<file path="src/rtl/hrd_pkg.sv">
// Shared types, constants and helper functions of the HTTP response deframer.
// No dependencies; used by every module of the block but hrd_fifo.
package hrd_pkg;

  // Parser phases, one-hot
  typedef enum logic [9:0] {
    PH_STATUS  = 10'b00_0000_0001,
    PH_NAME    = 10'b00_0000_0010,
    PH_VALUE   = 10'b00_0000_0100,
    PH_FIXED   = 10'b00_0000_1000,
    PH_TOCLOSE = 10'b00_0001_0000,
    PH_SIZE    = 10'b00_0010_0000,
    PH_DATA    = 10'b00_0100_0000,
    PH_TRAILER = 10'b00_1000_0000,
    PH_DONE    = 10'b01_0000_0000,
    PH_FAIL    = 10'b10_0000_0000
  } phase_e;

  typedef enum logic [1:0] {
    EV_BYTE  = 2'd0,
    EV_HEAD  = 2'd1,
    EV_BODY  = 2'd2,
    EV_ERROR = 2'd3
  } event_e;

  localparam logic [3:0] ERR_STATUS      = 4'd0;
  localparam logic [3:0] ERR_LINE_LONG   = 4'd1;
  localparam logic [3:0] ERR_NUL         = 4'd2;
  localparam logic [3:0] ERR_HEADERS     = 4'd3;
  localparam logic [3:0] ERR_HEADER      = 4'd4;
  localparam logic [3:0] ERR_LENGTH      = 4'd5;
  localparam logic [3:0] ERR_CODING      = 4'd6;
  localparam logic [3:0] ERR_CHUNK_SIZE  = 4'd7;
  localparam logic [3:0] ERR_CHUNK_CRLF  = 4'd8;
  localparam logic [3:0] ERR_CLOSED_HEAD = 4'd9;
  localparam logic [3:0] ERR_CLOSED_BODY = 4'd10;

  localparam logic [7:0] CH_LF    = 8'h0A;
  localparam logic [7:0] CH_CR    = 8'h0D;
  localparam logic [7:0] CH_SP    = 8'h20;
  localparam logic [7:0] CH_COLON = 8'h3A;
  localparam logic [7:0] CH_COMMA = 8'h2C;
  localparam logic [7:0] CH_SEMI  = 8'h3B;
  localparam logic [7:0] CH_NUL   = 8'h00;

  // Per-line flag bits
  localparam int FL_NUL = 0;
  localparam int FL_CR  = 1;
  localparam int FL_AUX = 2;
  localparam int FL_BAD = 3;

  localparam int CLEN_W    = 48;
  localparam int STATUS_W  = 10;
  localparam int LINE_W    = 15;
  localparam int MAXLEN_W  = 14;
  localparam int MAXHDR_W  = 8;
  localparam int HDRCNT_W  = 9;
  localparam logic [MAXLEN_W-1:0] MAXLEN_RST = 14'd8192;
  localparam logic [MAXHDR_W-1:0] MAXHDR_RST = 8'd200;
  localparam logic [1:0] NM_ALL = 2'b11;
  localparam logic [1:0] NM_CL  = 2'b01;
  localparam logic [1:0] NM_TE  = 2'b10;
  localparam logic [3:0] TOK_BAD = 4'd15;
  localparam logic [3:0] TOK_WORD = 4'd7;

  // Classified input item
  typedef struct packed {
    logic [7:0] data;
    logic       closed;
    logic       lf;
    logic       cr;
    logic       ws;
    logic       digit;
    logic       hex_ok;
    logic [3:0] hex;
    logic [7:0] lc;
  } cls_t;

  // One result item
  typedef struct packed {
    event_e              ev;
    logic [7:0]          data;
    logic [STATUS_W-1:0] status;
    logic                lk;
    logic [CLEN_W-1:0]   clen;
    logic                chk;
    logic [3:0]          err;
    logic                last;
  } res_t;

  function automatic cls_t classify(logic [7:0] b, logic closed);
    cls_t c;
    c        = '0;
    c.data   = b;
    c.closed = closed;
    c.lf     = (b == CH_LF);
    c.cr     = (b == CH_CR);
    c.ws     = (b == CH_SP) || (b >= 8'd9 && b <= 8'd13);
    c.lc     = (b >= 8'h41 && b <= 8'h5A) ? 8'(b + 8'd32) : b;
    c.digit  = (b >= 8'h30 && b <= 8'h39);
    if (c.digit) begin
      c.hex_ok = 1'b1;
      c.hex    = 4'(b - 8'h30);
    end else if (c.lc >= 8'h61 && c.lc <= 8'h66) begin
      c.hex_ok = 1'b1;
      c.hex    = 4'(c.lc - 8'h57);
    end
    return c;
  endfunction

  // "HTTP/1."
  function automatic logic [7:0] ver_char(logic [2:0] i);
    logic [7:0] r;
    unique case (i)
      3'd0: r = 8'h48;
      3'd1: r = 8'h54;
      3'd2: r = 8'h54;
      3'd3: r = 8'h50;
      3'd4: r = 8'h2F;
      3'd5: r = 8'h31;
      3'd6: r = 8'h2E;
      default: r = 8'h00;
    endcase
    return r;
  endfunction

  // "content-length"
  function automatic logic [7:0] cl_char(logic [4:0] i);
    logic [7:0] r;
    unique case (i)
      5'd0:  r = 8'h63;
      5'd1:  r = 8'h6F;
      5'd2:  r = 8'h6E;
      5'd3:  r = 8'h74;
      5'd4:  r = 8'h65;
      5'd5:  r = 8'h6E;
      5'd6:  r = 8'h74;
      5'd7:  r = 8'h2D;
      5'd8:  r = 8'h6C;
      5'd9:  r = 8'h65;
      5'd10: r = 8'h6E;
      5'd11: r = 8'h67;
      5'd12: r = 8'h74;
      5'd13: r = 8'h68;
      default: r = 8'h00;
    endcase
    return r;
  endfunction

  // "transfer-encoding"
  function automatic logic [7:0] te_char(logic [4:0] i);
    logic [7:0] r;
    unique case (i)
      5'd0:  r = 8'h74;
      5'd1:  r = 8'h72;
      5'd2:  r = 8'h61;
      5'd3:  r = 8'h6E;
      5'd4:  r = 8'h73;
      5'd5:  r = 8'h66;
      5'd6:  r = 8'h65;
      5'd7:  r = 8'h72;
      5'd8:  r = 8'h2D;
      5'd9:  r = 8'h65;
      5'd10: r = 8'h6E;
      5'd11: r = 8'h63;
      5'd12: r = 8'h6F;
      5'd13: r = 8'h64;
      5'd14: r = 8'h69;
      5'd15: r = 8'h6E;
      5'd16: r = 8'h67;
      default: r = 8'h00;
    endcase
    return r;
  endfunction

  // "chunked"
  function automatic logic [7:0] word_char(logic [2:0] i);
    logic [7:0] r;
    unique case (i)
      3'd0: r = 8'h63;
      3'd1: r = 8'h68;
      3'd2: r = 8'h75;
      3'd3: r = 8'h6E;
      3'd4: r = 8'h6B;
      3'd5: r = 8'h65;
      3'd6: r = 8'h64;
      default: r = 8'h00;
    endcase
    return r;
  endfunction

endpackage

</file>
<file path="src/rtl/hrd_fifo.sv">
// Small register FIFO, one push and one pop per cycle.
// No dependencies; DEPTH must be a power of two.
module hrd_fifo #(
  parameter int WIDTH = 8,
  parameter int DEPTH = 4
) (
  input  logic             clk_i,
  input  logic             rst_ni,
  input  logic             push_i,
  input  logic [WIDTH-1:0] data_i,
  output logic             full_o,
  input  logic             pop_i,
  output logic             empty_o,
  output logic [WIDTH-1:0] data_o
);
  localparam int AW = (DEPTH > 1) ? $clog2(DEPTH) : 1;

  logic [WIDTH-1:0] mem_q [DEPTH];
  logic [AW-1:0]    wp_q, rp_q;
  logic [AW:0]      cnt_q;
  logic             do_push, do_pop;

  assign full_o  = (cnt_q == (AW+1)'(DEPTH));
  assign empty_o = (cnt_q == '0);
  assign data_o  = mem_q[rp_q];
  assign do_push = push_i && !full_o;
  assign do_pop  = pop_i && !empty_o;

  // Pointers and fill count
  always_ff @(posedge clk_i or negedge rst_ni) begin
    if (!rst_ni) begin
      wp_q  <= '0;
      rp_q  <= '0;
      cnt_q <= '0;
    end else begin
      if (do_push) wp_q <= AW'(wp_q + 1'b1);
      if (do_pop)  rp_q <= AW'(rp_q + 1'b1);
      cnt_q <= (AW+1)'(cnt_q + (AW+1)'(do_push) - (AW+1)'(do_pop));
    end
  end

  // Storage
  always_ff @(posedge clk_i) begin
    if (do_push) mem_q[wp_q] <= data_i;
  end
endmodule

</file>
<file path="src/rtl/hrd_front.sv">
// Front end: classifies each received byte and queues it for the parser.
// Depends on hrd_pkg and hrd_fifo.
module hrd_front import hrd_pkg::*; #(
  parameter int DEPTH = 4
) (
  input  logic       clk_i,
  input  logic       rst_ni,
  input  logic       push_i,
  input  logic [7:0] rx_byte_i,
  input  logic       stream_closed_i,
  output logic       full_o,
  input  logic       pop_i,
  output logic       empty_o,
  output cls_t       item_o
);
  cls_t cls;
  logic [$bits(cls_t)-1:0] q_data;

  // Character classes are worked out once on entry
  assign cls = classify(rx_byte_i, stream_closed_i);

  hrd_fifo #(
    .WIDTH ($bits(cls_t)),
    .DEPTH (DEPTH)
  ) u_queue (
    .clk_i   (clk_i),
    .rst_ni  (rst_ni),
    .push_i  (push_i),
    .data_i  (cls),
    .full_o  (full_o),
    .pop_i   (pop_i),
    .empty_o (empty_o),
    .data_o  (q_data)
  );

  assign item_o = cls_t'(q_data);
endmodule

</file>
<file path="src/rtl/hrd_outq.sv">
// Result queue: takes up to two result items per cycle, hands out one.
// Depends on hrd_pkg; DEPTH must be a power of two, at least 2.
module hrd_outq import hrd_pkg::*; #(
  parameter int DEPTH = 4
) (
  input  logic       clk_i,
  input  logic       rst_ni,
  input  logic [1:0] push_i,
  input  res_t       res0_i,
  input  res_t       res1_i,
  output logic       room_o,
  input  logic       pop_i,
  output logic       empty_o,
  output res_t       res_o
);
  localparam int AW = $clog2(DEPTH);

  res_t          mem_q [DEPTH];
  logic [AW-1:0] wp_q, rp_q;
  logic [AW:0]   cnt_q;
  logic          do_pop;
  logic [AW:0]   n_push;

  assign empty_o = (cnt_q == '0);
  assign room_o  = (cnt_q <= (AW+1)'(DEPTH - 2));
  assign res_o   = mem_q[rp_q];
  assign do_pop  = pop_i && !empty_o;
  assign n_push  = (AW+1)'(push_i[0]) + (AW+1)'(push_i[1]);

  // Pointers and fill count
  always_ff @(posedge clk_i or negedge rst_ni) begin
    if (!rst_ni) begin
      wp_q  <= '0;
      rp_q  <= '0;
      cnt_q <= '0;
    end else begin
      wp_q  <= AW'(wp_q + AW'(n_push));
      if (do_pop) rp_q <= AW'(rp_q + 1'b1);
      cnt_q <= (AW+1)'(cnt_q + n_push - (AW+1)'(do_pop));
    end
  end

  // Storage; the second item goes right behind the first
  always_ff @(posedge clk_i) begin
    if (push_i[0]) mem_q[wp_q] <= res0_i;
    if (push_i[1]) mem_q[AW'(wp_q + 1'b1)] <= res1_i;
  end
endmodule

</file>
<file path="src/rtl/hrd_back.sv">
// Back end: the reply parser. Consumes one classified item per cycle
// while out_room_i is high; makes up to two results. Depends on hrd_pkg.
module hrd_back import hrd_pkg::*; #(
  parameter int LENGTH_BITS  = 48,
  parameter int CHUNK_DIGITS = 15
) (
  input  logic                clk_i,
  input  logic                rst_ni,
  input  logic                in_valid_i,
  input  cls_t                in_item_i,
  output logic                in_pop_o,
  input  logic [MAXLEN_W-1:0] max_line_i,
  input  logic [MAXHDR_W-1:0] max_hdr_i,
  input  logic                out_room_i,
  output logic [1:0]          out_push_o,
  output res_t                res0_o,
  output res_t                res1_o
);
  localparam int LB = LENGTH_BITS;
  localparam int BL = (LB > 4*CHUNK_DIGITS) ? LB : 4*CHUNK_DIGITS;
  localparam int CW = (LB > CLEN_W) ? LB : CLEN_W;

  // Per-line parse state
  typedef struct packed {
    phase_e              ph;
    logic [4:0]          cur;
    logic [1:0]          nm;
    logic [BL-1:0]       acc;
    logic [3:0]          tok;
    logic [3:0]          fl;
    logic [STATUS_W-1:0] st;
  } lst_t;

  localparam cls_t CR_CLS = classify(CH_CR, 1'b0);

  lst_t                ls_q, ls_d;
  logic [LINE_W-1:0]   len_q, len_d;
  logic [HDRCNT_W-1:0] hdr_q, hdr_d;
  logic [LB-1:0]       decl_q, decl_d;
  logic                have_q, have_d;
  logic                chk_q, chk_d;
  logic [BL-1:0]       left_q, left_d;
  logic                after_q, after_d;

  function automatic lst_t start_f(lst_t s);
    lst_t r;
    r     = s;
    r.cur = '0;
    r.nm  = NM_ALL;
    r.acc = '0;
    r.tok = '0;
    r.fl  = '0;
    return r;
  endfunction

  // One content character of a line
  function automatic lst_t content_f(lst_t s, cls_t c, logic [LINE_W-1:0] idx,
                                     logic after);
    lst_t          r;
    logic [1:0]    m;
    logic [13:0]   st10;
    logic [LB+3:0] a4, prod;
    r = s;
    a4   = (LB+4)'(s.acc[LB-1:0]);
    prod = (LB+4)'((a4 << 3) + (a4 << 1) + (LB+4)'(c.hex));
    unique case (s.ph)
      PH_STATUS: begin
        if (idx < LINE_W'(7)) begin
          if (c.data != ver_char(idx[2:0])) r.fl[FL_AUX] = 1'b1;
        end else if (idx == LINE_W'(8) || idx == LINE_W'(12)) begin
          if (c.data != CH_SP) r.fl[FL_AUX] = 1'b1;
        end else if (idx >= LINE_W'(9) && idx <= LINE_W'(11)) begin
          if (!c.digit) begin
            r.fl[FL_AUX] = 1'b1;
          end else begin
            st10 = (idx == LINE_W'(9)) ? 14'd0 : 14'(14'(s.st) * 14'd10);
            r.st = STATUS_W'(st10 + 14'(c.hex));
          end
        end
      end
      PH_NAME: begin
        if (c.data == CH_COLON) begin
          m = 2'b00;
          if (s.cur == 5'd0) r.fl[FL_BAD] = 1'b1;
          if (s.nm[0] && s.cur == 5'd14) m = NM_CL;
          else if (s.nm[1] && s.cur == 5'd17) m = NM_TE;
          r.nm  = m;
          r.tok = '0;
          r.acc = '0;
          r.fl[FL_AUX] = 1'b0;
          r.ph  = PH_VALUE;
        end else begin
          if (s.cur >= 5'd14 || c.lc != cl_char(s.cur)) r.nm[0] = 1'b0;
          if (s.cur >= 5'd17 || c.lc != te_char(s.cur)) r.nm[1] = 1'b0;
          if (s.cur < 5'd31) r.cur = 5'(s.cur + 5'd1);
        end
      end
      PH_VALUE: begin
        if (s.nm == NM_CL) begin
          // decimal length with surrounding white space
          if (c.ws) begin
            if (s.tok == 4'd1) r.tok = 4'd2;
          end else if (c.digit) begin
            if (s.tok >= 4'd2 || prod[LB+3:LB] != '0) begin
              r.tok = 4'd3;
            end else begin
              r.acc = BL'(prod[LB-1:0]);
              r.tok = 4'd1;
            end
          end else begin
            r.tok = 4'd3;
          end
        end else if (s.nm == NM_TE) begin
          // last token must read "chunked"
          if (c.data == CH_COMMA) begin
            r.tok = '0;
            r.fl[FL_AUX] = 1'b0;
          end else if (c.ws) begin
            if (s.tok != '0) r.fl[FL_AUX] = 1'b1;
          end else if (s.tok != TOK_BAD) begin
            if (s.fl[FL_AUX]) r.tok = TOK_BAD;
            else if (s.tok < TOK_WORD && c.lc == word_char(s.tok[2:0]))
              r.tok = 4'(s.tok + 4'd1);
            else r.tok = TOK_BAD;
          end
        end
      end
      PH_SIZE: begin
        if (!after && !s.fl[FL_AUX]) begin
          if (c.data == CH_SEMI) begin
            r.fl[FL_AUX] = 1'b1;
          end else if (c.ws) begin
            if (s.tok == 4'd1) r.tok = 4'd2;
          end else if (!c.hex_ok || s.tok >= 4'd2 ||
                       s.cur >= 5'(CHUNK_DIGITS)) begin
            r.tok = 4'd3;
          end else begin
            r.acc = {s.acc[BL-5:0], c.hex};
            r.cur = 5'(s.cur + 5'd1);
            r.tok = 4'd1;
          end
        end
      end
      default: ;
    endcase
    return r;
  endfunction

  // Build a result item from the current head values
  function automatic res_t mk_res(event_e ev, logic [7:0] b, logic [3:0] err,
                                  logic [STATUS_W-1:0] st, logic have,
                                  logic [LB-1:0] decl, logic chk);
    res_t        r;
    logic [CW-1:0] dx;
    r  = '0;
    dx = CW'(decl);
    r.ev = ev;
    if (ev == EV_BYTE) r.data = b;
    if (ev == EV_HEAD) begin
      r.status = st;
      r.lk     = have;
      r.clen   = have ? dx[CLEN_W-1:0] : '0;
      r.chk    = chk;
    end
    if (ev == EV_ERROR) r.err = err;
    return r;
  endfunction

  cls_t              c;
  lst_t              t;
  logic              take;
  logic [1:0]        push;
  res_t              r0, r1;
  logic [LINE_W-1:0] clen;
  logic [BL-1:0]     left_n;
  logic [HDRCNT_W-1:0] hdr_n;

  assign take       = in_valid_i && out_room_i;
  assign in_pop_o   = take;
  assign out_push_o = push;
  assign res0_o     = r0;
  assign res1_o     = r1;

  // Parser step
  always_comb begin
    ls_d    = ls_q;
    len_d   = len_q;
    hdr_d   = hdr_q;
    decl_d  = decl_q;
    have_d  = have_q;
    chk_d   = chk_q;
    left_d  = left_q;
    after_d = after_q;
    push    = 2'b00;
    r0      = '0;
    r1      = '0;
    c       = in_item_i;
    t       = ls_q;
    clen    = LINE_W'(len_q - LINE_W'(ls_q.fl[FL_CR]));
    left_n  = (left_q != '0) ? BL'(left_q - 1'b1) : left_q;
    hdr_n   = HDRCNT_W'(hdr_q + 1'b1);
    if (take && ls_q.ph != PH_DONE && ls_q.ph != PH_FAIL) begin
      if (c.closed) begin
        // connection close
        push = 2'b01;
        if (ls_q.ph == PH_TOCLOSE) begin
          r0 = mk_res(EV_BODY, 8'd0, 4'd0, ls_q.st, have_q, decl_q, chk_q);
          ls_d.ph = PH_DONE;
        end else if (ls_q.ph == PH_STATUS || ls_q.ph == PH_NAME ||
                     ls_q.ph == PH_VALUE) begin
          r0 = mk_res(EV_ERROR, 8'd0, ERR_CLOSED_HEAD, ls_q.st, have_q, decl_q, chk_q);
          ls_d.ph = PH_FAIL;
        end else begin
          r0 = mk_res(EV_ERROR, 8'd0, ERR_CLOSED_BODY, ls_q.st, have_q, decl_q, chk_q);
          ls_d.ph = PH_FAIL;
        end
      end else if (ls_q.ph == PH_FIXED || ls_q.ph == PH_TOCLOSE ||
                   ls_q.ph == PH_DATA) begin
        // body byte
        push = 2'b01;
        r0 = mk_res(EV_BYTE, c.data, 4'd0, ls_q.st, have_q, decl_q, chk_q);
        if (ls_q.ph != PH_TOCLOSE) begin
          left_d = left_n;
          if (left_n == '0) begin
            if (ls_q.ph == PH_FIXED) begin
              push = 2'b11;
              r1 = mk_res(EV_BODY, 8'd0, 4'd0, ls_q.st, have_q, decl_q, chk_q);
              ls_d.ph = PH_DONE;
            end else begin
              after_d = 1'b1;
              ls_d    = start_f(ls_q);
              ls_d.ph = PH_SIZE;
              len_d   = '0;
            end
          end
        end
      end else if (c.lf) begin
        // end of a line
        if (ls_q.fl[FL_NUL]) begin
          push = 2'b01;
          r0 = mk_res(EV_ERROR, 8'd0, ERR_NUL, ls_q.st, have_q, decl_q, chk_q);
          ls_d.ph = PH_FAIL;
        end else begin
          unique case (ls_q.ph)
            PH_STATUS: begin
              if (clen < LINE_W'(12) || ls_q.fl[FL_AUX]) begin
                push = 2'b01;
                r0 = mk_res(EV_ERROR, 8'd0, ERR_STATUS, ls_q.st, have_q, decl_q, chk_q);
                ls_d.ph = PH_FAIL;
              end else begin
                ls_d    = start_f(ls_q);
                ls_d.ph = PH_NAME;
                len_d   = '0;
                hdr_d   = '0;
              end
            end
            PH_NAME, PH_VALUE: begin
              if (clen == '0) begin
                // end of head
                ls_d  = start_f(ls_q);
                len_d = '0;
                if (ls_q.st < STATUS_W'(200)) begin
                  have_d  = 1'b0;
                  decl_d  = '0;
                  chk_d   = 1'b0;
                  ls_d.ph = PH_STATUS;
                end else begin
                  push = 2'b01;
                  r0 = mk_res(EV_HEAD, 8'd0, 4'd0, ls_q.st, have_q, decl_q, chk_q);
                  if (ls_q.st == STATUS_W'(204) || ls_q.st == STATUS_W'(304) ||
                      (!chk_q && have_q && decl_q == '0)) begin
                    push = 2'b11;
                    r1 = mk_res(EV_BODY, 8'd0, 4'd0, ls_q.st, have_q, decl_q, chk_q);
                    ls_d.ph = PH_DONE;
                  end else if (chk_q) begin
                    after_d = 1'b0;
                    ls_d.ph = PH_SIZE;
                  end else if (have_q) begin
                    left_d  = BL'(decl_q);
                    ls_d.ph = PH_FIXED;
                  end else begin
                    ls_d.ph = PH_TOCLOSE;
                  end
                end
              end else begin
                hdr_d = hdr_n;
                if (hdr_n > HDRCNT_W'(max_hdr_i)) begin
                  push = 2'b01;
                  r0 = mk_res(EV_ERROR, 8'd0, ERR_HEADERS, ls_q.st, have_q, decl_q, chk_q);
                  ls_d.ph = PH_FAIL;
                end else if (ls_q.ph == PH_NAME || ls_q.fl[FL_BAD]) begin
                  push = 2'b01;
                  r0 = mk_res(EV_ERROR, 8'd0, ERR_HEADER, ls_q.st, have_q, decl_q, chk_q);
                  ls_d.ph = PH_FAIL;
                end else if (ls_q.nm == NM_CL &&
                             ((ls_q.tok != 4'd1 && ls_q.tok != 4'd2) ||
                              (have_q && decl_q != ls_q.acc[LB-1:0]))) begin
                  push = 2'b01;
                  r0 = mk_res(EV_ERROR, 8'd0, ERR_LENGTH, ls_q.st, have_q, decl_q, chk_q);
                  ls_d.ph = PH_FAIL;
                end else if (ls_q.nm == NM_TE && ls_q.tok != TOK_WORD) begin
                  push = 2'b01;
                  r0 = mk_res(EV_ERROR, 8'd0, ERR_CODING, ls_q.st, have_q, decl_q, chk_q);
                  ls_d.ph = PH_FAIL;
                end else begin
                  if (ls_q.nm == NM_CL) begin
                    decl_d = ls_q.acc[LB-1:0];
                    have_d = 1'b1;
                  end else if (ls_q.nm == NM_TE) begin
                    chk_d = 1'b1;
                  end
                  ls_d    = start_f(ls_q);
                  ls_d.ph = PH_NAME;
                  len_d   = '0;
                end
              end
            end
            PH_SIZE: begin
              if (after_q && clen != '0) begin
                push = 2'b01;
                r0 = mk_res(EV_ERROR, 8'd0, ERR_CHUNK_CRLF, ls_q.st, have_q, decl_q, chk_q);
                ls_d.ph = PH_FAIL;
              end else if (!after_q && ls_q.tok != 4'd1 && ls_q.tok != 4'd2) begin
                push = 2'b01;
                r0 = mk_res(EV_ERROR, 8'd0, ERR_CHUNK_SIZE, ls_q.st, have_q, decl_q, chk_q);
                ls_d.ph = PH_FAIL;
              end else begin
                ls_d  = start_f(ls_q);
                len_d = '0;
                if (after_q) begin
                  after_d = 1'b0;
                end else if (ls_q.acc == '0) begin
                  ls_d.ph = PH_TRAILER;
                end else begin
                  left_d  = ls_q.acc;
                  ls_d.ph = PH_DATA;
                end
              end
            end
            PH_TRAILER: begin
              if (clen == '0) begin
                push = 2'b01;
                r0 = mk_res(EV_BODY, 8'd0, 4'd0, ls_q.st, have_q, decl_q, chk_q);
                ls_d.ph = PH_DONE;
              end else begin
                ls_d  = start_f(ls_q);
                len_d = '0;
              end
            end
            default: ;
          endcase
        end
      end else if (len_q >= LINE_W'(max_line_i)) begin
        push = 2'b01;
        r0 = mk_res(EV_ERROR, 8'd0, ERR_LINE_LONG, ls_q.st, have_q, decl_q, chk_q);
        ls_d.ph = PH_FAIL;
      end else begin
        // ordinary line character; a held CR is replayed first
        if (c.data == CH_NUL) t.fl[FL_NUL] = 1'b1;
        if (t.fl[FL_CR] && len_q != '0)
          t = content_f(t, CR_CLS, LINE_W'(len_q - 1'b1), after_q);
        if (c.cr) begin
          t.fl[FL_CR] = 1'b1;
        end else begin
          t.fl[FL_CR] = 1'b0;
          t = content_f(t, c, len_q, after_q);
        end
        ls_d  = t;
        len_d = LINE_W'(len_q + 1'b1);
      end
    end
    // mark the final result of this item
    if (push[1]) r1.last = 1'b1;
    else if (push[0]) r0.last = 1'b1;
  end

  // Parser state
  always_ff @(posedge clk_i or negedge rst_ni) begin
    if (!rst_ni) begin
      ls_q    <= '{ph: PH_STATUS, cur: '0, nm: NM_ALL, acc: '0, tok: '0,
                   fl: '0, st: '0};
      len_q   <= '0;
      hdr_q   <= '0;
      decl_q  <= '0;
      have_q  <= 1'b0;
      chk_q   <= 1'b0;
      left_q  <= '0;
      after_q <= 1'b0;
    end else begin
      ls_q    <= ls_d;
      len_q   <= len_d;
      hdr_q   <= hdr_d;
      decl_q  <= decl_d;
      have_q  <= have_d;
      chk_q   <= chk_d;
      left_q  <= left_d;
      after_q <= after_d;
    end
  end
endmodule

</file>
<file path="src/rtl/http_response_deframer.sv">
// HTTP/1.1 response deframer, top level: configuration registers, front
// end, parser and result queue. Depends on hrd_pkg, hrd_front, hrd_back,
// hrd_outq.
//
// Usage: received bytes (or a close event) go in through push/full; an
// item is taken at a clock edge with push high and full low. Results come
// out through empty/pop: the oldest result is on the result ports while
// empty is low and leaves at an edge with pop high. One input item makes
// zero, one or two results; last marks the final one of an item.
// Throughput is one input item per cycle while the result queue has
// room: the parser updates its state once per item and the result queue
// takes both results of an item in the same cycle. An accepted item is
// registered in the input queue; the parser then writes its results into
// the result queue, whose oldest entry drives the result ports.
// When the receiver stops popping, the result queue fills, the parser
// holds and the input queue fills until full rises; nothing is dropped.
// Reset clears both queues and puts the parser at the start of a status
// line; max_line_length resets to 8192 and max_header_count to 200.
// The registers sit at byte addresses 0 and 4 of the APB-style port; the
// user must write them only while the block is idle; the block has no check.
module http_response_deframer import hrd_pkg::*; #(
  parameter int LENGTH_BITS  = 48,
  parameter int CHUNK_DIGITS = 15,
  parameter int IN_DEPTH     = 4,
  parameter int OUT_DEPTH    = 4
) (
  input  logic        clk_i,
  input  logic        rst_ni,
  input  logic        push,
  output logic        full,
  input  logic [7:0]  rx_byte_i,
  input  logic        stream_closed_i,
  output logic        empty,
  input  logic        pop,
  output logic [1:0]  event_res_o,
  output logic [7:0]  data_byte_o,
  output logic [9:0]  status_code_o,
  output logic        length_known_o,
  output logic [47:0] content_length_o,
  output logic        is_chunked_o,
  output logic [3:0]  error_code_o,
  output logic        last_o,
  input  logic        psel,
  input  logic        penable,
  input  logic        pwrite,
  input  logic [2:0]  paddr,
  input  logic [31:0] pwdata,
  output logic [31:0] prdata,
  output logic        pready
);
  logic [MAXLEN_W-1:0] max_line_q;
  logic [MAXHDR_W-1:0] max_hdr_q;
  logic                cfg_wr;
  cls_t                item;
  logic                q_empty, q_pop, room;
  logic [1:0]          rpush;
  res_t                res0, res1, res;

  // Configuration registers
  assign pready = 1'b1;
  assign cfg_wr = psel && penable && pwrite && pready;
  assign prdata = paddr[2] ? 32'(max_hdr_q) : 32'(max_line_q);

  always_ff @(posedge clk_i or negedge rst_ni) begin
    if (!rst_ni) begin
      max_line_q <= MAXLEN_RST;
      max_hdr_q  <= MAXHDR_RST;
    end else if (cfg_wr) begin
      if (paddr[2]) max_hdr_q  <= pwdata[MAXHDR_W-1:0];
      else          max_line_q <= pwdata[MAXLEN_W-1:0];
    end
  end

  hrd_front #(
    .DEPTH (IN_DEPTH)
  ) u_front (
    .clk_i           (clk_i),
    .rst_ni          (rst_ni),
    .push_i          (push),
    .rx_byte_i       (rx_byte_i),
    .stream_closed_i (stream_closed_i),
    .full_o          (full),
    .pop_i           (q_pop),
    .empty_o         (q_empty),
    .item_o          (item)
  );

  hrd_back #(
    .LENGTH_BITS  (LENGTH_BITS),
    .CHUNK_DIGITS (CHUNK_DIGITS)
  ) u_back (
    .clk_i      (clk_i),
    .rst_ni     (rst_ni),
    .in_valid_i (!q_empty),
    .in_item_i  (item),
    .in_pop_o   (q_pop),
    .max_line_i (max_line_q),
    .max_hdr_i  (max_hdr_q),
    .out_room_i (room),
    .out_push_o (rpush),
    .res0_o     (res0),
    .res1_o     (res1)
  );

  hrd_outq #(
    .DEPTH (OUT_DEPTH)
  ) u_outq (
    .clk_i   (clk_i),
    .rst_ni  (rst_ni),
    .push_i  (rpush),
    .res0_i  (res0),
    .res1_i  (res1),
    .room_o  (room),
    .pop_i   (pop),
    .empty_o (empty),
    .res_o   (res)
  );

  // Result fields
  assign event_res_o      = res.ev;
  assign data_byte_o      = res.data;
  assign status_code_o    = res.status;
  assign length_known_o   = res.lk;
  assign content_length_o = res.clen;
  assign is_chunked_o     = res.chk;
  assign error_code_o     = res.err;
  assign last_o           = res.last;
endmodule
</file>
<file path="config.mk">
export PLATFORM = sky130hd
export DESIGN_NAME = http_response_deframer
export DESIGN_NICKNAME = d
export VERILOG_FILES = /design/src/rtl/hrd_pkg.sv /design/src/rtl/hrd_fifo.sv /design/src/rtl/hrd_front.sv /design/src/rtl/hrd_outq.sv /design/src/rtl/hrd_back.sv /design/src/rtl/http_response_deframer.sv
export SDC_FILE = /design/constraint.sdc
export NUM_CORES = 2
export LEC_CHECK = 0
export BUFFER_PORTS_ARGS = -buffer_cell sky130_fd_sc_hd__buf_2
export CAP_MARGIN = 15
export CORE_MARGIN = 4
export CORE_UTILIZATION = 60
export CTS_CLUSTER_SIZE = 20
export DETAILED_ROUTE_END_ITERATION = 10
export PLACE_DENSITY_LB_ADDON = 0.3
export SLEW_MARGIN = 40
export SYNTH_ARGS = -nofsm -noshare
export SYNTH_HDL_FRONTEND = slang
export SYNTH_HIERARCHICAL = 1
export SYNTH_SLANG_ARGS = --single-unit
</file>
<file path="constraint.sdc">
create_clock -name clk_i -period 12.5 [get_ports clk_i]
set_clock_uncertainty 0.05 [all_clocks]
set_input_delay 0.625 -clock clk_i [delete_from_list [all_inputs] [get_ports clk_i]]
set_output_delay 0.625 -clock clk_i [all_outputs]
set_load 0.01 [all_outputs]
</file>
# [After elaboration in Yosys (flattened, before gate mapping)]
# Memory sizes are Yosys's and may differ from the RTL's.
# Cells that the tools add are included.
[word_totals] rom_bits=672 ram_bits=404 reg_bits=266 in_bits=51 memories=6
[op_classes] n_reduce_logical=92 bitwise=6 multipliers=1 muxes=322 order_cmp=28 eq_ne=106 add_sub_neg=24
[mem_list] name="u_outq.mem_q" depth=4 word_bits=75 read_ports=1 rd_ports_with_merged_regs=0 wr=2 line_no="hrd_outq.sv:18" text="res_t mem_q [DEPTH];"
[mem_list] name="(no name shown)" depth=32 word_bits=7 read_ports=1 rd_ports_with_merged_regs=0 wr=0 line_no="hrd_pkg.sv:153" text="unique case (i)"
[mem_list] name="(no name shown)" depth=32 word_bits=7 read_ports=1 rd_ports_with_merged_regs=0 wr=0 line_no="hrd_pkg.sv:153"
[mem_list] name="(no name shown)" depth=16 word_bits=7 read_ports=1 rd_ports_with_merged_regs=0 wr=0 line_no="hrd_pkg.sv:130" text="unique case (i)"
[mem_list] name="(no name shown)" depth=16 word_bits=7 read_ports=1 rd_ports_with_merged_regs=0 wr=0 line_no="hrd_pkg.sv:130"
[mem_list] name="u_front.u_queue.mem_q" depth=4 word_bits=26 read_ports=1 rd_ports_with_merged_regs=0 wr=1 line_no="hrd_fifo.sv:18" text="logic [WIDTH-1:0] mem_q [DEPTH];"
[ops] operator="75-bit 2-to-1 mux" count=27
[ops] operator="60-bit 2-to-1 mux" count=20
[ops] operator="85-bit 2-to-1 mux" count=12
[ops] operator="95-bit 2-to-1 mux" count=10
[ops] operator="8-bit 2-to-1 mux" count=63
[ops] operator="48-bit 2-to-1 mux" count=8
[ops] operator="95-bit one-hot mux with 4 select lines" count=1
[ops] operator="75-bit one-hot mux with 4 select lines" count=1
[ops] operator="10-bit 2-to-1 mux" count=25
[ops] operator="15-bit 2-to-1 mux" count=16
[ops] operator="64-bit one-hot mux with 3 select lines" count=1
[ops] operator="74-bit 2-to-1 mux" count=2
[ops] operator="64-bit 2-to-1 mux" count=2
[ops] operator="60-bit logical NOT" count=2
[ops] operator="60-bit one-hot mux with 2 select lines" count=1
[ops] operator="7-bit one-hot mux with 6 select lines" count=2
[ops] operator="83-bit 2-to-1 mux" count=1
[ops] operator="15-bit by 4-bit equality test with 1-bit output (second input constant)" count=5
[ops] operator="1-bit 2-to-1 mux" count=68
[ops] operator="66-bit 2-to-1 mux" count=1
[ops] operator="15-bit one-hot mux with 4 select lines" count=1
[ops] operator="60-bit nonzero test" count=1
[ops] operator="60-bit by 1-bit subtractor with 60-bit output (second input constant)" count=1
[ops] operator="4-bit 2-to-1 mux" count=14
[ops] operator="other kinds (114)" count=294

# [Longest topological paths before layout]
[depth] ltp_word=52 depth_mapped=26 depth_no_buf=23

# [Modules after synthesis]
# The synthesis kept the hierarchy.
[by_module_without_submodules] mod="hrd_back" area_per_inst_um2=23232.3 cells_each=3023 instances=1 seq_area_each_um2=5759.3
[by_module_without_submodules] mod="hrd_outq" area_per_inst_um2=14786.7 cells_each=766 instances=1 seq_area_each_um2=9183.8
[by_module_without_submodules] mod="hrd_fifo" area_per_inst_um2=4274.1 cells_each=177 instances=1 seq_area_each_um2=3298.2
[by_module_without_submodules] mod="http_response_deframer" area_per_inst_um2=1186.1 cells_each=85 instances=1 seq_area_each_um2=555.5
[by_module_without_submodules] mod="hrd_front" area_per_inst_um2=406.6 cells_each=51 instances=1 seq_area_each_um2=0.0

# [Worst setup path after synthesis]
# OpenSTA, ideal clock, no wires.
[synth_path] path_kind="flip-flop to flip-flop" start="reg u_back.len_q[0]" end="mem u_outq/mem_q[0][0] in the netlist's numbering, enable pin" setup_ns=0.612 path_buffers=4 slack_ns=2.906 arrival_ns=8.932 path_stages_with_launch=21 cell_sequence="dfrtp_1 > clkbuf_1 > clkbuf_1 > inv_1 > ha_1 > or3b_1 > clkbuf_1 > o41a_1 > buf_2 > nand4_1 > nand2b_1 > inv_2 > or4_4 > a211oi_2 > o221a_2 > nor3b_1 > a21oi_1 > nor3_1 > nor2_1 > nand2b_1 > o21ai_0"
[synth_lines] item="start, declared" line_no="hrd_back.sv:37" text="logic [LINE_W-1:0] len_q, len_d;"
[synth_lines] item="start signal, assigned" line_no="hrd_back.sv:391" text="len_q <= len_d;"
[synth_lines] item="end, declared" line_no="hrd_outq.sv:18"

==> reports/qor.csv <==
stage;metric;value;unit
status;status;finished clean;
global_route;antenna_found_initial;3;
floorplan;rows;98;
clocking;cts_setup_buffers;0;
global_route;grt_pass1_wl;194000;um
cells_and_area;final_common_cell;edfxtp_1;
critical_path;regToRegStartpoint;u_back/left_q[0]$_DFFE_PN0P_;
clocking;cts-htree-levels;3;
logic_synthesis;yosysWarnings;6;
floorplan;start_util;61.0;%
detailed_routing;ant_nets;0;
detailed_routing;drc;0;
logic_synthesis;syn-cell-area;43900;um^2
power_and_ir_drop;p_per_area;183;nW/um^2
logic_synthesis;yosys_most_used_dff;edfxtp_1;
logic_synthesis;synth_edf_count;404;
detailed_routing;drt-wirelength-per-cell;24.3;um
critical_path;critPathMaxStageDelay;0.66;ns
critical_path;crit_path_top_delay_cell;nor3b_1;
critical_path;crit_chain;inv_1, ha_1, nor3b_1, nand4_1, nor3_4, a211oi_1, nor4_1, o2111ai_1, or4_1, nor2_2, a41oi_1, nor3_2, mux2i_1, nor2_4, buf_8, buf_4;
critical_path;crit_arrival;7.90;ns
global_route;overflow;0;
critical_path;cp-end-kind;flip-flop;
logic_synthesis;syn_avg_cell_area;10.7;um^2
detailed_routing;drt_iter0_drc;4255;
cells_and_area;synthToLayoutAreaGrowth;7.79;%
sta;setup_viol;0;
clocking;clkSlewWorstSetupHoldPaths;0.06;ns
detailed_routing;wl;125000;um
logic_synthesis;ys_async_sr_fraction;39.7;%
detailed_routing;via_per_inst;6.69;
hold_path;hp-start;stream_closed_i;
placement;finalWeightedCongestion;1.06;
logic_synthesis;ys_seq_area_share;42.8;%
floorplan;die_area;77500;um^2
critical_path;path_buf_inv;3;
detailed_routing;vias;34265;
cells_and_area;drive_above_1_share;16.4;%
clocking;cts_resized;0;
hold_path;hold_path_class;input port to flip-flop;
sta;slew_headroom;38.5;%
clocking;clock-root-buffer;clkbuf_16;
logic_synthesis;ys_ff_latch;670;
critical_path;critical_path.top_delay_family;simple AND/OR/NAND/NOR gates;
critical_path;path_max_fanout;48;
critical_path;worstPathRequired;12.69;ns
global_route;grt_max_degree;99;
clocking;cts_sinks;670;
logic_synthesis;syn-instance-count;4102;
critical_path;crit_type;flip-flop to flip-flop;
floorplan;die_h;278;um
flow_run;cap_violations;0;
sta;rsz0062_at_grt;no;
clocking;cts_buffer_depth;3;
sta;finalHoldViolations;0;
clocking;postCtsHoldBufs;1;
sta;final.min_clock_period;7.70;ns
critical_path;cp-start-kind;flip-flop;
floorplan;pin_count;161;
clocking;cts_buffers;74;
global_route;grt_pass1_vias;33256;
placement;io_buffers;121;
global_route;grt_use_total;31.4;%
sta;fin_setup_tns;0;ns
clocking;clock_latency;0.64;ns
sta;max_slew.worst_pin.slew;0.914;ns
logic_synthesis;yosysUniqueCellTypes;108;
critical_path;crit_start;u_back/left_q[0]$_DFFE_PN0P_;
floorplan;die_w;278;um
floorplan;core;72000;um^2
power_and_ir_drop;peakVddDrop;0.000156;V
clocking;cts_tree;yes;
power_and_ir_drop;power.total;8.65;mW
sta;timing.fmax;0.130;GHz
detailed_routing;dr.pass1.iters;7;
cells_and_area;nets;4349;
placement;dp_hpwl;84100;um
cells_and_area;most-common-layout-cells;edfxtp_1, nand2_1, o21ai_0, dfrtp_1, nor2_1;
sta;drv_slew;0;
sta;finalCritPeriodShare;61.6;%
power_and_ir_drop;power_leakage;20.2;nW
final cells by class:
class,instances,area (um^2)
Inverter,107,402
Fill cell,5496,24700
Tap cell,950,1190
Antenna cell,3,7.51
Sequential cell,670,18800
Multi-Input combinational cell,3072,23300
Timing Repair Buffer,188,1210
Clock buffer,94,2020
Clock inverter,41,387
state kept, by name, summed over array words and instances (netlist names):
name	count
u_outq/mem_q	300
u_back/len_q	15
u_outq/cnt_q	3
u_front/u_queue/rp_q	2
u_outq/rp_q	2
u_back/have_q	1
u_back/decl_q	48
u_back/left_q	60
max_hdr_q	8
u_back/after_q	1
u_back/ls_q	95
u_front/u_queue/mem_q	104
u_front/u_queue/wp_q	2
u_back/hdr_q	9
u_outq/wp_q	2
max_line_q	14
u_front/u_queue/cnt_q	3
u_back/chk_q	1
power by group:
part | internal, mW | switching, mW
combinational | 1.27 | 2.32
sequential | 2.67 | 0.210
clock | 1.25 | 0.932
per-stage QoR:
step / util, % / hold WS, ns / instances / worst slack, ns / area (um^2)
after floorplan: - / 0.279 / 4191 / 2.91 / 44200
after global placement: 62.1 / 0.433 / 4980 / 4.30 / 44700
after detailed placement: 62.3 / 0.436 / 4984 / 4.83 / 44800
after CTS: 65.7 / 0.135 / 5120 / 4.76 / 47300
after global routing: 65.7 / 0.156 / 5122 / 4.48 / 47300
final: 65.7 / 0.166 / 5125 / 4.80 / 47300
synth_stat cells (all sizes together) (86+ instances only):
| library cell | n | area share [%] |
|---|---|---|
| a21oi | 194 | 2.2 |
| and3 | 115 | 1.6 |
| buf | 170 | 2.7 |
| clkbuf | 171 | 1.5 |
| dfrtp | 259 | 15 |
| edfxtp | 404 | 28 |
| ha | 179 | 5.1 |
| inv | 104 | 0.89 |
| mux2 | 400 | 10 |
| mux4 | 101 | 5.3 |
| nand2 | 356 | 3.0 |
| nor2 | 234 | 2.0 |
| nor4 | 91 | 1.5 |
| o21ai | 265 | 3.0 |
| xor2 | 86 | 1.7 |
cell families (layout without fill, tap and decap cells):
kind of cell,Yosys count,in the layout,synth area share (%)
adder cells (fa/ha/maj),185,185,5.38
flip-flops,670,670,42.8
multiplexers,512,512,15.9
AND/OR/NAND/NOR,1243,1243,14.7
other,3,95,0.0257
buffers and inverters,449,430,5.12
XOR/XNOR,152,152,3.03
AO/OA/AOI/OAI,888,888,13.0
metal layers:
layer | share of wire (%) | track usage, %
met4 | 3.4 | 10.5
met1 | 42 | 44.6
met3 | 9.5 | 6.32
met2 | 45 | 48.8
met5 | 0.013 | 0
final timing paths:
| kind | to | slack, ns | depth (start not counted) |
|---|---|---|---|
| max in group asynchronous | u_back/left_q[26]$_DFFE_PN0P_ | 10.20 | 4 |
| min in group asynchronous | u_back/len_q[8]$_DFFE_PN0P_ | 0.51 | 2 |
| hold / removal | u_front/u_queue/mem_q[1][17]$_DFFE_PP_ | 0.17 | 1 |
| setup / recovery | u_outq/mem_q[1][23]$_DFFE_PP_ | 4.80 | 16 |
| hold reg to reg | u_back/ls_q[13]$_DFFE_PN0P_ | 0.46 | 1 |
| setup reg to reg | u_outq/mem_q[1][23]$_DFFE_PP_ | 4.80 | 16 |
Power figures use the tool's default switching activity.
